===== config.mk =====
export PLATFORM = sky130hd
export DESIGN_NAME = infix_to_postfix_converter
export DESIGN_NICKNAME = d
export VERILOG_FILES = /design/src/itp_pkg.sv /design/src/infix_to_postfix_converter.sv /design/src/itp_front.sv /design/src/itp_back.sv
export VERILOG_INCLUDE_DIRS = /design/src /design/src/src
export SDC_FILE = /design/constraint.sdc
export NUM_CORES = 1
export LEC_CHECK = 0
export BUFFER_PORTS_ARGS = -buffer_cell sky130_fd_sc_hd__buf_2
export CAP_MARGIN = 10
export CORE_AREA = 2 2 279 171
export CTS_CLUSTER_SIZE = 25
export DETAILED_ROUTE_END_ITERATION = 6
export DIE_AREA = 0 0 281 173
export GPL_ROUTABILITY_DRIVEN = 0
export SYNTH_ARGS = -nofsm -noshare
export SYNTH_HDL_FRONTEND = slang
export SYNTH_SLANG_ARGS = --single-unit

===== constraint.sdc =====
create_clock -name aclk -period 4 [get_ports aclk]
set_input_delay 0.4 -clock aclk [delete_from_list [all_inputs] [get_ports aclk]]
set_output_delay 0.4 -clock aclk [all_outputs]
set_load 0.02 [all_outputs]

===== src/infix_to_postfix_converter_defines.svh =====
// Assertion helpers for the infix to postfix converter.
`ifndef INFIX_TO_POSTFIX_CONVERTER_DEFINES_SVH
`define INFIX_TO_POSTFIX_CONVERTER_DEFINES_SVH

// Property that must hold at every clock edge out of reset.
`define ITP_ASSERT_ALWAYS(lbl, expr, msg) \
    lbl: assert property (@(posedge aclk) disable iff (!aresetn) (expr)) else $error(msg);

// Same-cycle implication.
`define ITP_ASSERT_IMPL(lbl, ante, cons, msg) \
    lbl: assert property (@(posedge aclk) disable iff (!aresetn) (ante) |-> (cons)) \
        else $error(msg);

`endif


===== src/itp_pkg.sv =====
package itp_pkg;

    // Operator stack geometry
    localparam int STACK_DEPTH = 32;
    localparam int CNT_W       = $clog2(STACK_DEPTH + 1);
    localparam int ADDR_W      = $clog2(STACK_DEPTH);

    // Characters with a meaning of their own
    localparam logic [7:0] CH_PLUS   = 8'h2B;
    localparam logic [7:0] CH_MINUS  = 8'h2D;
    localparam logic [7:0] CH_STAR   = 8'h2A;
    localparam logic [7:0] CH_SLASH  = 8'h2F;
    localparam logic [7:0] CH_CARET  = 8'h5E;
    localparam logic [7:0] CH_LPAREN = 8'h28;
    localparam logic [7:0] CH_RPAREN = 8'h29;
    localparam logic [7:0] CH_SPACE  = 8'h20;
    localparam logic [7:0] CH_TAB    = 8'h09;
    localparam logic [7:0] CH_CR     = 8'h0D;

    // Result kinds
    localparam logic [1:0] KIND_CHAR = 2'd0;
    localparam logic [1:0] KIND_DONE = 2'd1;
    localparam logic [1:0] KIND_ERR  = 2'd2;

    // Error codes
    localparam logic [1:0] ERR_CLOSE = 2'd0;
    localparam logic [1:0] ERR_OPEN  = 2'd1;
    localparam logic [1:0] ERR_OVER  = 2'd2;

    // Command handed from front to back
    typedef enum logic [2:0] {
        CMD_EMIT,
        CMD_OPEN,
        CMD_CLOSE,
        CMD_OP,
        CMD_END
    } cmd_op_t;

    typedef struct packed {
        cmd_op_t     op;
        logic [7:0]  ch;
        logic [1:0]  prec;
    } cmd_t;

    // Stack status seen by the top level
    typedef struct packed {
        logic [CNT_W-1:0] depth;
        logic             latched;
    } stk_status_t;

    // Operator precedence, everything else is zero
    function automatic logic [1:0] prec_of(input logic [7:0] c);
        logic [1:0] p;
        p = 2'd0;
        if (c == CH_PLUS || c == CH_MINUS) begin
            p = 2'd1;
        end else if (c == CH_STAR || c == CH_SLASH) begin
            p = 2'd2;
        end else if (c == CH_CARET) begin
            p = 2'd3;
        end
        return p;
    endfunction

endpackage


===== src/infix_to_postfix_converter.sv =====
// Channel   Ports                                               Direction
// input     s_valid s_ready s_char_in s_is_end                  in
// result    m_valid m_ready m_char_out m_kind m_error_code m_last  out
//
// The back end does one stack step per cycle while no result is stalled:
// an operand, push or paren drop is one step, each operator popped and
// emitted one more. An end item pops the operators above any open paren
// (none once an error is latched), then gives its done or error
// result. A two-entry command queue parts the input side from the stack
// engine. aresetn is synchronous; it clears queue, stack and error latch.
`include "infix_to_postfix_converter_defines.svh"

module infix_to_postfix_converter (
    input  logic       aclk,
    input  logic       aresetn,
    input  logic       s_valid,
    output logic       s_ready,
    input  logic [7:0] s_char_in,
    input  logic       s_is_end,
    output logic       m_valid,
    input  logic       m_ready,
    output logic [7:0] m_char_out,
    output logic [1:0] m_kind,
    output logic [1:0] m_error_code,
    output logic       m_last
);
    import itp_pkg::*;

    logic        cmd_valid;
    cmd_t        cmd;
    logic        cmd_pop;
    stk_status_t stk_st;
    logic        res_latching;
    logic        res_closing;
    logic        stk_idle;

    itp_front u_front (
        .aclk      (aclk),
        .aresetn   (aresetn),
        .s_valid   (s_valid),
        .s_ready   (s_ready),
        .s_char_in (s_char_in),
        .s_is_end  (s_is_end),
        .cmd_valid (cmd_valid),
        .cmd       (cmd),
        .cmd_pop   (cmd_pop)
    );

    itp_back u_back (
        .aclk         (aclk),
        .aresetn      (aresetn),
        .cmd_valid    (cmd_valid),
        .cmd          (cmd),
        .cmd_pop      (cmd_pop),
        .m_valid      (m_valid),
        .m_ready      (m_ready),
        .m_char_out   (m_char_out),
        .m_kind       (m_kind),
        .m_error_code (m_error_code),
        .m_last       (m_last),
        .stk_status   (stk_st)
    );

    // Result classes used by the checks
    assign res_latching = m_valid && m_kind == KIND_ERR && m_error_code != ERR_OPEN;
    assign res_closing  = m_valid && (m_kind == KIND_DONE ||
                                      (m_kind == KIND_ERR && m_error_code == ERR_OPEN));
    assign stk_idle     = !stk_st.latched && (stk_st.depth == '0);

    // Checks
    `ITP_ASSERT_ALWAYS(a_depth_range, stk_st.depth <= CNT_W'(STACK_DEPTH), "stack depth overrun")
    `ITP_ASSERT_IMPL(a_status_last, m_valid && m_kind != KIND_CHAR, m_last, "status not last")
    `ITP_ASSERT_IMPL(a_err_latched, res_latching, stk_st.latched, "error not latched")
    `ITP_ASSERT_IMPL(a_end_clears, res_closing, stk_idle, "end did not clear")

endmodule


===== src/itp_front.sv =====
module itp_front (
    input  logic         aclk,
    input  logic         aresetn,
    input  logic         s_valid,
    output logic         s_ready,
    input  logic [7:0]   s_char_in,
    input  logic         s_is_end,
    output logic         cmd_valid,
    output itp_pkg::cmd_t cmd,
    input  logic         cmd_pop
);
    import itp_pkg::*;

    cmd_t        q_mem_reg [2];
    logic        wr_ptr_reg, wr_ptr_next;
    logic        rd_ptr_reg, rd_ptr_next;
    logic [1:0]  q_count_reg, q_count_next;

    cmd_t        cls;
    logic        is_ws;
    logic        is_operand;
    logic        push;

    // Classify the incoming character
    always_comb begin
        is_ws = (s_char_in == CH_SPACE) || (s_char_in >= CH_TAB && s_char_in <= CH_CR);
        is_operand = (s_char_in >= 8'h30 && s_char_in <= 8'h39) ||
                     (s_char_in >= 8'h41 && s_char_in <= 8'h5A) ||
                     (s_char_in >= 8'h61 && s_char_in <= 8'h7A);
        cls.ch   = s_char_in;
        cls.prec = prec_of(s_char_in);
        if (s_is_end) begin
            cls.op = CMD_END;
        end else if (is_operand) begin
            cls.op = CMD_EMIT;
        end else if (s_char_in == CH_LPAREN) begin
            cls.op = CMD_OPEN;
        end else if (s_char_in == CH_RPAREN) begin
            cls.op = CMD_CLOSE;
        end else begin
            cls.op = CMD_OP;
        end
    end

    // Two-entry command queue; whitespace is dropped here
    assign s_ready   = (q_count_reg != 2'd2);
    assign push      = s_valid && s_ready && (s_is_end || !is_ws);
    assign cmd_valid = (q_count_reg != 2'd0);
    assign cmd       = q_mem_reg[rd_ptr_reg];

    always_comb begin
        wr_ptr_next  = wr_ptr_reg ^ push;
        rd_ptr_next  = rd_ptr_reg ^ cmd_pop;
        q_count_next = q_count_reg + {1'b0, push} - {1'b0, cmd_pop};
    end

    always_ff @(posedge aclk) begin
        if (!aresetn) begin
            wr_ptr_reg  <= 1'b0;
            rd_ptr_reg  <= 1'b0;
            q_count_reg <= 2'd0;
        end else begin
            wr_ptr_reg  <= wr_ptr_next;
            rd_ptr_reg  <= rd_ptr_next;
            q_count_reg <= q_count_next;
        end
    end

    always_ff @(posedge aclk) begin
        if (push) begin
            q_mem_reg[wr_ptr_reg] <= cls;
        end
    end

endmodule


===== src/itp_back.sv =====
module itp_back (
    input  logic                aclk,
    input  logic                aresetn,
    input  logic                cmd_valid,
    input  itp_pkg::cmd_t       cmd,
    output logic                cmd_pop,
    output logic                m_valid,
    input  logic                m_ready,
    output logic [7:0]          m_char_out,
    output logic [1:0]          m_kind,
    output logic [1:0]          m_error_code,
    output logic                m_last,
    output itp_pkg::stk_status_t stk_status
);
    import itp_pkg::*;

    // Stack: top in a register, the rest in memory, next-below prefetched
    logic [7:0]       stk_mem [STACK_DEPTH];
    logic [CNT_W-1:0] cnt_reg, cnt_next;
    logic [7:0]       top_reg, top_next;
    logic [7:0]       below_reg;
    logic             latched_reg, latched_next;

    logic             m_valid_reg, m_valid_next;
    logic [7:0]       char_reg;
    logic [1:0]       kind_reg;
    logic [1:0]       code_reg;
    logic             last_reg;

    logic             load;
    logic [7:0]       o_char;
    logic [1:0]       o_kind;
    logic [1:0]       o_code;
    logic             o_last;

    logic             we;
    logic [ADDR_W-1:0] wa;
    logic [7:0]       wd;
    logic [CNT_W-1:0] rd_idx;
    logic [ADDR_W-1:0] ra;
    logic [CNT_W-1:0] wr_idx;

    logic             go;
    logic             cnt_nz;
    logic             cnt_ge2;
    logic             full;
    logic [1:0]       top_prec;
    logic [1:0]       below_prec;

    assign go         = cmd_valid && (!m_valid_reg || m_ready);
    assign cnt_nz     = (cnt_reg != '0);
    assign cnt_ge2    = (cnt_reg >= CNT_W'(2));
    assign full       = (cnt_reg == CNT_W'(STACK_DEPTH));
    assign top_prec   = prec_of(top_reg);
    assign below_prec = prec_of(below_reg);
    assign wr_idx     = cnt_reg - CNT_W'(1);

    // One step of the shunting-yard sequencer per cycle, unless the result is stalled
    always_comb begin
        cnt_next     = cnt_reg;
        top_next     = top_reg;
        latched_next = latched_reg;
        cmd_pop      = 1'b0;
        load         = 1'b0;
        o_char       = 8'd0;
        o_kind       = KIND_CHAR;
        o_code       = ERR_CLOSE;
        o_last       = 1'b0;
        we           = 1'b0;
        wa           = wr_idx[ADDR_W-1:0];
        wd           = top_reg;
        if (go) begin
            if (latched_reg && cmd.op != CMD_END) begin
                cmd_pop = 1'b1;
            end else begin
                case (cmd.op)
                    CMD_EMIT: begin
                        load    = 1'b1;
                        o_char  = cmd.ch;
                        o_last  = 1'b1;
                        cmd_pop = 1'b1;
                    end
                    CMD_OPEN, CMD_OP: begin
                        if (cmd.op == CMD_OP && cnt_nz && top_prec >= cmd.prec) begin
                            // pop and emit; last if the push comes next
                            load     = 1'b1;
                            o_char   = top_reg;
                            o_last   = !(cnt_ge2 && below_prec >= cmd.prec);
                            cnt_next = cnt_reg - CNT_W'(1);
                            top_next = below_reg;
                        end else if (full) begin
                            load         = 1'b1;
                            o_kind       = KIND_ERR;
                            o_code       = ERR_OVER;
                            o_last       = 1'b1;
                            latched_next = 1'b1;
                            cmd_pop      = 1'b1;
                        end else begin
                            we       = cnt_nz;
                            top_next = cmd.ch;
                            cnt_next = cnt_reg + CNT_W'(1);
                            cmd_pop  = 1'b1;
                        end
                    end
                    CMD_CLOSE: begin
                        if (!cnt_nz) begin
                            load         = 1'b1;
                            o_kind       = KIND_ERR;
                            o_code       = ERR_CLOSE;
                            o_last       = 1'b1;
                            latched_next = 1'b1;
                            cmd_pop      = 1'b1;
                        end else if (top_reg == CH_LPAREN) begin
                            cnt_next = cnt_reg - CNT_W'(1);
                            top_next = below_reg;
                            cmd_pop  = 1'b1;
                        end else begin
                            // last if the matching paren lies just below
                            load     = 1'b1;
                            o_char   = top_reg;
                            o_last   = cnt_ge2 && (below_reg == CH_LPAREN);
                            cnt_next = cnt_reg - CNT_W'(1);
                            top_next = below_reg;
                        end
                    end
                    CMD_END: begin
                        load = 1'b1;
                        if (!latched_reg && cnt_nz && top_reg != CH_LPAREN) begin
                            o_char   = top_reg;
                            cnt_next = cnt_reg - CNT_W'(1);
                            top_next = below_reg;
                        end else begin
                            if (!latched_reg && cnt_nz) begin
                                o_kind = KIND_ERR;
                                o_code = ERR_OPEN;
                            end else begin
                                o_kind = KIND_DONE;
                            end
                            o_last       = 1'b1;
                            cnt_next     = '0;
                            latched_next = 1'b0;
                            cmd_pop      = 1'b1;
                        end
                    end
                    default: begin
                        cmd_pop = 1'b1;
                    end
                endcase
            end
        end
    end

    // Prefetch the entry under the next top
    assign rd_idx = cnt_next - CNT_W'(2);
    assign ra     = rd_idx[ADDR_W-1:0];

    always_ff @(posedge aclk) begin
        if (we) begin
            stk_mem[wa] <= wd;
        end
        if (we && wa == ra) begin
            below_reg <= wd;
        end else begin
            below_reg <= stk_mem[ra];
        end
    end

    // Output register
    always_comb begin
        m_valid_next = m_valid_reg;
        if (load) begin
            m_valid_next = 1'b1;
        end else if (m_ready) begin
            m_valid_next = 1'b0;
        end
    end

    always_ff @(posedge aclk) begin
        if (!aresetn) begin
            cnt_reg     <= '0;
            latched_reg <= 1'b0;
            m_valid_reg <= 1'b0;
        end else begin
            cnt_reg     <= cnt_next;
            latched_reg <= latched_next;
            m_valid_reg <= m_valid_next;
        end
    end

    always_ff @(posedge aclk) begin
        top_reg <= top_next;
        if (load) begin
            char_reg <= o_char;
            kind_reg <= o_kind;
            code_reg <= o_code;
            last_reg <= o_last;
        end
    end

    assign m_valid            = m_valid_reg;
    assign m_char_out         = char_reg;
    assign m_kind             = kind_reg;
    assign m_error_code       = code_reg;
    assign m_last             = last_reg;
    assign stk_status.depth   = cnt_reg;
    assign stk_status.latched = latched_reg;

endmodule


---- Word level (Yosys, flattened, before mapping) ----
Memories as Yosys holds them, arrays and structs flattened. A register that Yosys moved wholly into a read port is not among the register bits.
Index checks and enable logic that the tools add are counted.
cells by class
  add/sub/neg operators ................... 5
  $lt $le $gt $ge ......................... 11
  equality and inequality tests ........... 35
  muxes and demuxes ....................... 74
  bitwise operators ....................... 4
  reductions and logical operators ........ 39
operator list
  operator             number
  $eq 8x6->1 const B   17
  $mux 8               8
  $mux 6               6
  $mux 1               33
  $pmux 8 s4           1
  $mux 2               15
  $eq 8x7->1 const B   3
  $pmux 8 s3           1
  $pmux 6 s3           1
  $ge 8x7->1 const B   2
  $le 8x7->1 const B   2
  $logic_and 1x1->1    14
  $logic_or 1x1->1     11
  $mux 3               3
  $pmux 1 s3           3
  $ge 8x4->1 const B   1
  $ge 8x6->1 const B   1
  $le 8x4->1 const B   1
  $le 8x6->1 const B   1
  $ne 2x2->1 const B   4
  $ne 8x6->1 const B   1
  $reduce_and 7->1     1
  $add 6x1->6 const B  1
  $eq 3x2->1 const B   2
  other kinds (23)     35
word-level totals
  register bits after elaboration ......... 33
  bits in writable memories ............... 282
  input bits .............................. 13
  output and inout port bits .............. 15
  word-level logic and storage cells ...... 181
  memories kept ........................... 2
memory list
  name               depth  width  read ports  clocked after Yosys merged registers in  wr ports  RTL line         source
  u_back.stk_mem     32     8      1           1                                        1         itp_back.sv:18   logic [7:0] stk_mem [STACK_DEPTH];
  u_front.q_mem_reg  2      13     1           1                                        1         itp_front.sv:14  cmd_t q_mem_reg [2];

---- Depth between registers and ports, before layout ----
  word-level depth ........................ 12
  gate-level depth with buffers ........... 18
  mapped depth without buffers ............ 16

---- By module ----
Synthesis repeated with hierarchy kept, for this count alone.
unflattened totals
  cells, all modules ...................... 798
  area, all modules ....................... 13611.8 um^2
by module, submodules not included
  module     instances  cells each  area an instance (um^2)  sequential area each (um^2)
  itp_back   1          700         12200.5                  8578.2
  itp_front  1          98          1411.4                   880.8

---- Worst setup path before layout ----
No wires, ideal clock.
  path type ............................... register to register
  from .................................... register u_back.top_reg[5]
  to ...................................... memory u_back.stk_mem[11][0], enable pin
  setup time .............................. 0.385 ns
  arrival time ............................ 3.807 ns
  data required time ...................... 3.615 ns
  setup slack ............................. -0.193 ns
  cell stages (with the launch flop) ...... 15
  path buffers ............................ 2
  period minus slack after synthesis ...... 4.193 ns
  cells stage by stage .................... edfxtp_1 nor4b_1 a31oi_1 a31oi_1 nand2_1 ha_1 nand2b_1 a21oi_1 or4_1 buf_2 buf_4 nand2_1 nor4b_4 nand3_1 nor3b_1
on the way
  cells in the longest elaborated chain, start to end .. 12
  elaborated cells on any way between the ends .. 18
  classes of those cells .................. order compare (1); eq/ne (5); mux (9); reduce/logical (3)
ends and longest elaborated chain
  element                                     RTL line                      source
  start, declared                             itp_back.sv:20                logic [7:0] top_reg, top_next;
  start signal, assigned                      itp_back.sv:191               top_reg <= top_next;
  $eq 8x7->1 or $eq 8x6->1 (tied branches)    itp_pkg.sv:59, itp_pkg.sv:57
  $mux 2 or $logic_or 1x1->1 (tied branches)  itp_pkg.sv:59, itp_pkg.sv:57
  $mux 2                                      itp_pkg.sv:57                 end else if (c == CH_STAR || c == CH_SLASH) begin
  $mux 2 (*)                                  itp_pkg.sv:55                 if (c == CH_PLUS || c == CH_MINUS) begin
  $ge 2x2->1 (*)                              itp_back.sv:84                if (cmd.op == CMD_OP && cnt_nz && top_prec >= cmd.prec) begin
  $logic_and 1x1->1 (*)                       itp_back.sv:84
  $mux 1 (*)                                  itp_back.sv:84
  $mux 1 (*)                                  itp_back.sv:76                case (cmd.op)
  $mux 1 (*)                                  itp_back.sv:73                if (latched_reg && cmd.op != CMD_END) begin
  $mux 1 (*)                                  itp_back.sv:72                if (go) begin
  $mux 1 (*)                                  itp_back.sv:158               if (we) begin
  $mux 1 (implied by the code) (*)            itp_back.sv:159               stk_mem[wa] <= wd;
  end, declared                               itp_back.sv:18
Every way passes the cells marked *; elsewhere a longest branch is shown, timed or not.

==> summary.txt <==
Global route
  • Number of global-route vias before repair: 7,656
  • First-pass GRT wire length: 50,000 um
  • Antenna violations before repair: 3
  • Largest net degree at the start of global routing: 38
  • Gr ovfl total: 0
  • GRT Total Usage: 13.6%

Yosys
  • Area share of the largest cell type after synthesis: 66.8%
  • Syn avg cell area: 16.3 sq um
  • Post-Synthesis Cells: 836
  • Number of synthesized flops with an enable pin: 303
  • Syn Nets: 864
  • Yosys top cell by area: edfxtp_1
  • #FFs+latches synth: 321
  • Syn. warnings: 0
  • Synth top area cells: edfxtp_1, mux4_2, mux2i_1, dfxtp_1, nor2_1
  • Mapped Area: 13,600 sq um
  • Post-synth ARST share: 0%
  • Prevailing post-synth register cell: edfxtp_1
  • Netlist cell types: 70
  • Count leader, synth: edfxtp_1
  • Proportion of synthesized chip area in sequential cells: 69.4%
  • Post-synth top cells: edfxtp_1, nor2_1, mux2i_1

Cells and area
  • Synthesis-to-finish area growth: 19.1%
  • Layout cells sized above 1: 26.7%
  • # nets final: 967
  • Max reg flops: 256
  • Final instance area: 16,200 sq um
  • Fillers: 4,348
  • Reg area: 9470 sq um
  • Final antenna diode count: 0
  • Multi-input gate area: 4030 sq um

Floorplanning
  • Die width: 281 um
  • Site Rows: 61
  • Initial Utilization: 29.7%
  • Placeable Area: 45,900 sq um
  • Die area: 48,600 sq um
  • Top Ports: 28
  • Vert. Die Dim: 173 um

STA
  • Slew Viols, Final: 0
  • Final Setup Violations: 0
  • Final WS setup: 195 ps
  • Final Critical Period: 3800 ps
  • Max-slew headroom: 34.2%
  • Worst-margin pin slew: 980 ps
  • Final hold viol count: 0
  • Final Skew: 14.6 ps
  • RSZ-0062 raised after global routing: yes
  • Period utilization: 95.1%
  • Max Clk Rate: 263 MHz

Critical path
  • Crit. End Element: register
  • Maximum fanout along the worst path: 17
  • Crit start category: register
  • Required @ worst endpoint: 4300 ps
  • Crit path arrival time: 4110 ps
  • Register-to-register setup slack: 200 ps
  • Critical path type: register to register

Power
  • Pint: 0.00648 W
  • Pwr Total: 0.00920 W
  • Comb pwr share: 24.3%
  • Reg power frac: 43.8%
  • Peak supply drop: 0.354 mV
  • P_sw: 0.00272 W
  • Power per cell area: 567 nW/um^2
  • Clock group share of total power: 31.9%
  • Net Sw Frac: 29.6%
  • Leakage: 5.64 nW

Detailed routing
  • Total routed wirelength: 33,100 um
  • Via density: 5.02
  • Wirelength per Cell: 20.8 um
  • Post-detailed-route count of antenna-violating nets: 0
  • DRT iter0 DRCs: 785
  • Routed via count: 7,992
  • Pre-antenna DRT Iters: 6
  • # DRC: 0

CTS
  • Clock slew at reported path FFs: 70 ps
  • Max clock buf depth: 3
  • Clock root buffer: clkbuf_16
  • Htree depth: 1
  • TritonCTS Buffers: 30
  • Clock sinks: 321
  • CTS tree: yes
  • Clock latency on the worst-skew pair: 570 ps

Place
  • Detailed Place HPWL: 22,900 um
  • Pre-CTS WS: -349 ps
  • Port Buffer Count: 27
  • Placed Area: 15,100 sq um

Run status
  • Status: completed

Worst hold path
  • Hold Crit Class: input port to register

Job
  • Max-Cap Viols: 0
metal layers:
metal | track usage (%) | part of all wire [%] | wire, um
met5 | 0 | 0 | 0
met4 | 1.92 | 1.2 | 391
met3 | 3.47 | 9.5 | 3140
met2 | 17.0 | 38 | 12600
met1 | 23.2 | 51 | 16900
layout make-up:
cell class,instances,area share [%]
sequential,321,58.4
clock buffer,38,4.94
timing repair buffer,117,5.48
inverter,13,0.301
tap,630,4.86
multi-input combinational,456,24.8
clock inverter,18,1.23
critical path, cell delays in order, from the launching register on:
cell,delay [ps]
dfxtp_4,610
buf_12,210
mux4_2,310
mux4_2,530
nand2_1,160
nand3_1,290
nor3_4,260
nand4_1,150
o31a_1,140
ha_1,260
nand2b_1,90
a21oi_1,70
nor3_1,140
nor2_1,60
a21oi_1,140
o22ai_1,100
through the flow:
stage               setup TNS [ps]  util (%)  hold WS [ps]  cells
floorplan                    -1840         -           499    836
global placement              -398      32.9           540   1534
detailed placement            -349      32.9           555   1534
CTS                              0      35.1          38.6   1590
global route                 -26.9      35.4          47.7   1593
finish                           0      35.4          65.3   1593
placed cells by master, fill, tap and decap left out, types with 4 or more instances in the layout:
cell type	Yosys	final
bufinv_16	0	4
a21o_1	4	4
buf_4	1	83
mux2i_1	50	50
and2_1	10	10
nor3b_1	8	7
nor2b_1	13	13
a22oi_1	22	21
or3_1	5	5
a221oi_1	6	5
buf_12	0	6
inv_1	12	12
nor3_1	14	10
mux2_2	14	14
a21oi_1	18	16
edfxtp_1	303	303
buf_2	16	27
ha_1	15	15
nand4_1	6	6
xor2_1	6	6
nor2_1	55	54
nor4_1	7	7
a31oi_1	10	9
clkbuf_1	20	7
nand2_1	39	36
nand3_1	18	16
clkbuf_16	0	31
clkinv_2	0	9
nand3b_1	4	4
mux4_2	47	47
nand2b_1	7	7
dfxtp_1	18	16
xnor2_1	7	7
o21ai_0	11	11
power by group through the flow:
stage / registers (W) / logic, W / clock network [W]
after floorplan: 0.00410 / 0.00132 / 0
after global placement: 0.00410 / 0.00214 / 0
after detailed placement: 0.00410 / 0.00215 / 0
after CTS: 0.00403 / 0.00216 / 0.00300
after global routing: 0.00404 / 0.00241 / 0.00315
final: 0.00403 / 0.00223 / 0.00294
kinds of logic (layout without fill, tap and decap cells):
kind of cell	Yosys count	count (layout)	share of synthesized area, %
flops	321	321	69.4
simple gates	207	207	8.06
mux	112	112	12.7
compound gates	109	109	5.79
buf+inv	59	186	1.80
fa+ha+maj	15	15	1.38
xor+xnor	13	13	0.836
what timing repair did:
action	CTS	global route
pin swaps	0	3
resized for setup	2	17
hold buffers	0	0
endpoints found under the setup margin	1	258
setup buffers	0	3
final timing paths:
path | from | end | depth (start not counted)
worst min register to register | u_front.wr_ptr_reg$_SDFF_PN0_ | u_front.wr_ptr_reg$_SDFF_PN0_ | 3
worst max-delay path | register | u_back.m_last$_SDFFCE_PP0P_ | 15
worst min-delay path | s_is_end | u_front.q_mem_reg[1][12]$_DFFE_PP_ | 1
worst max register to register | register | u_back.m_last$_SDFFCE_PP0P_ | 15
(Power assumes the default switching activity.)
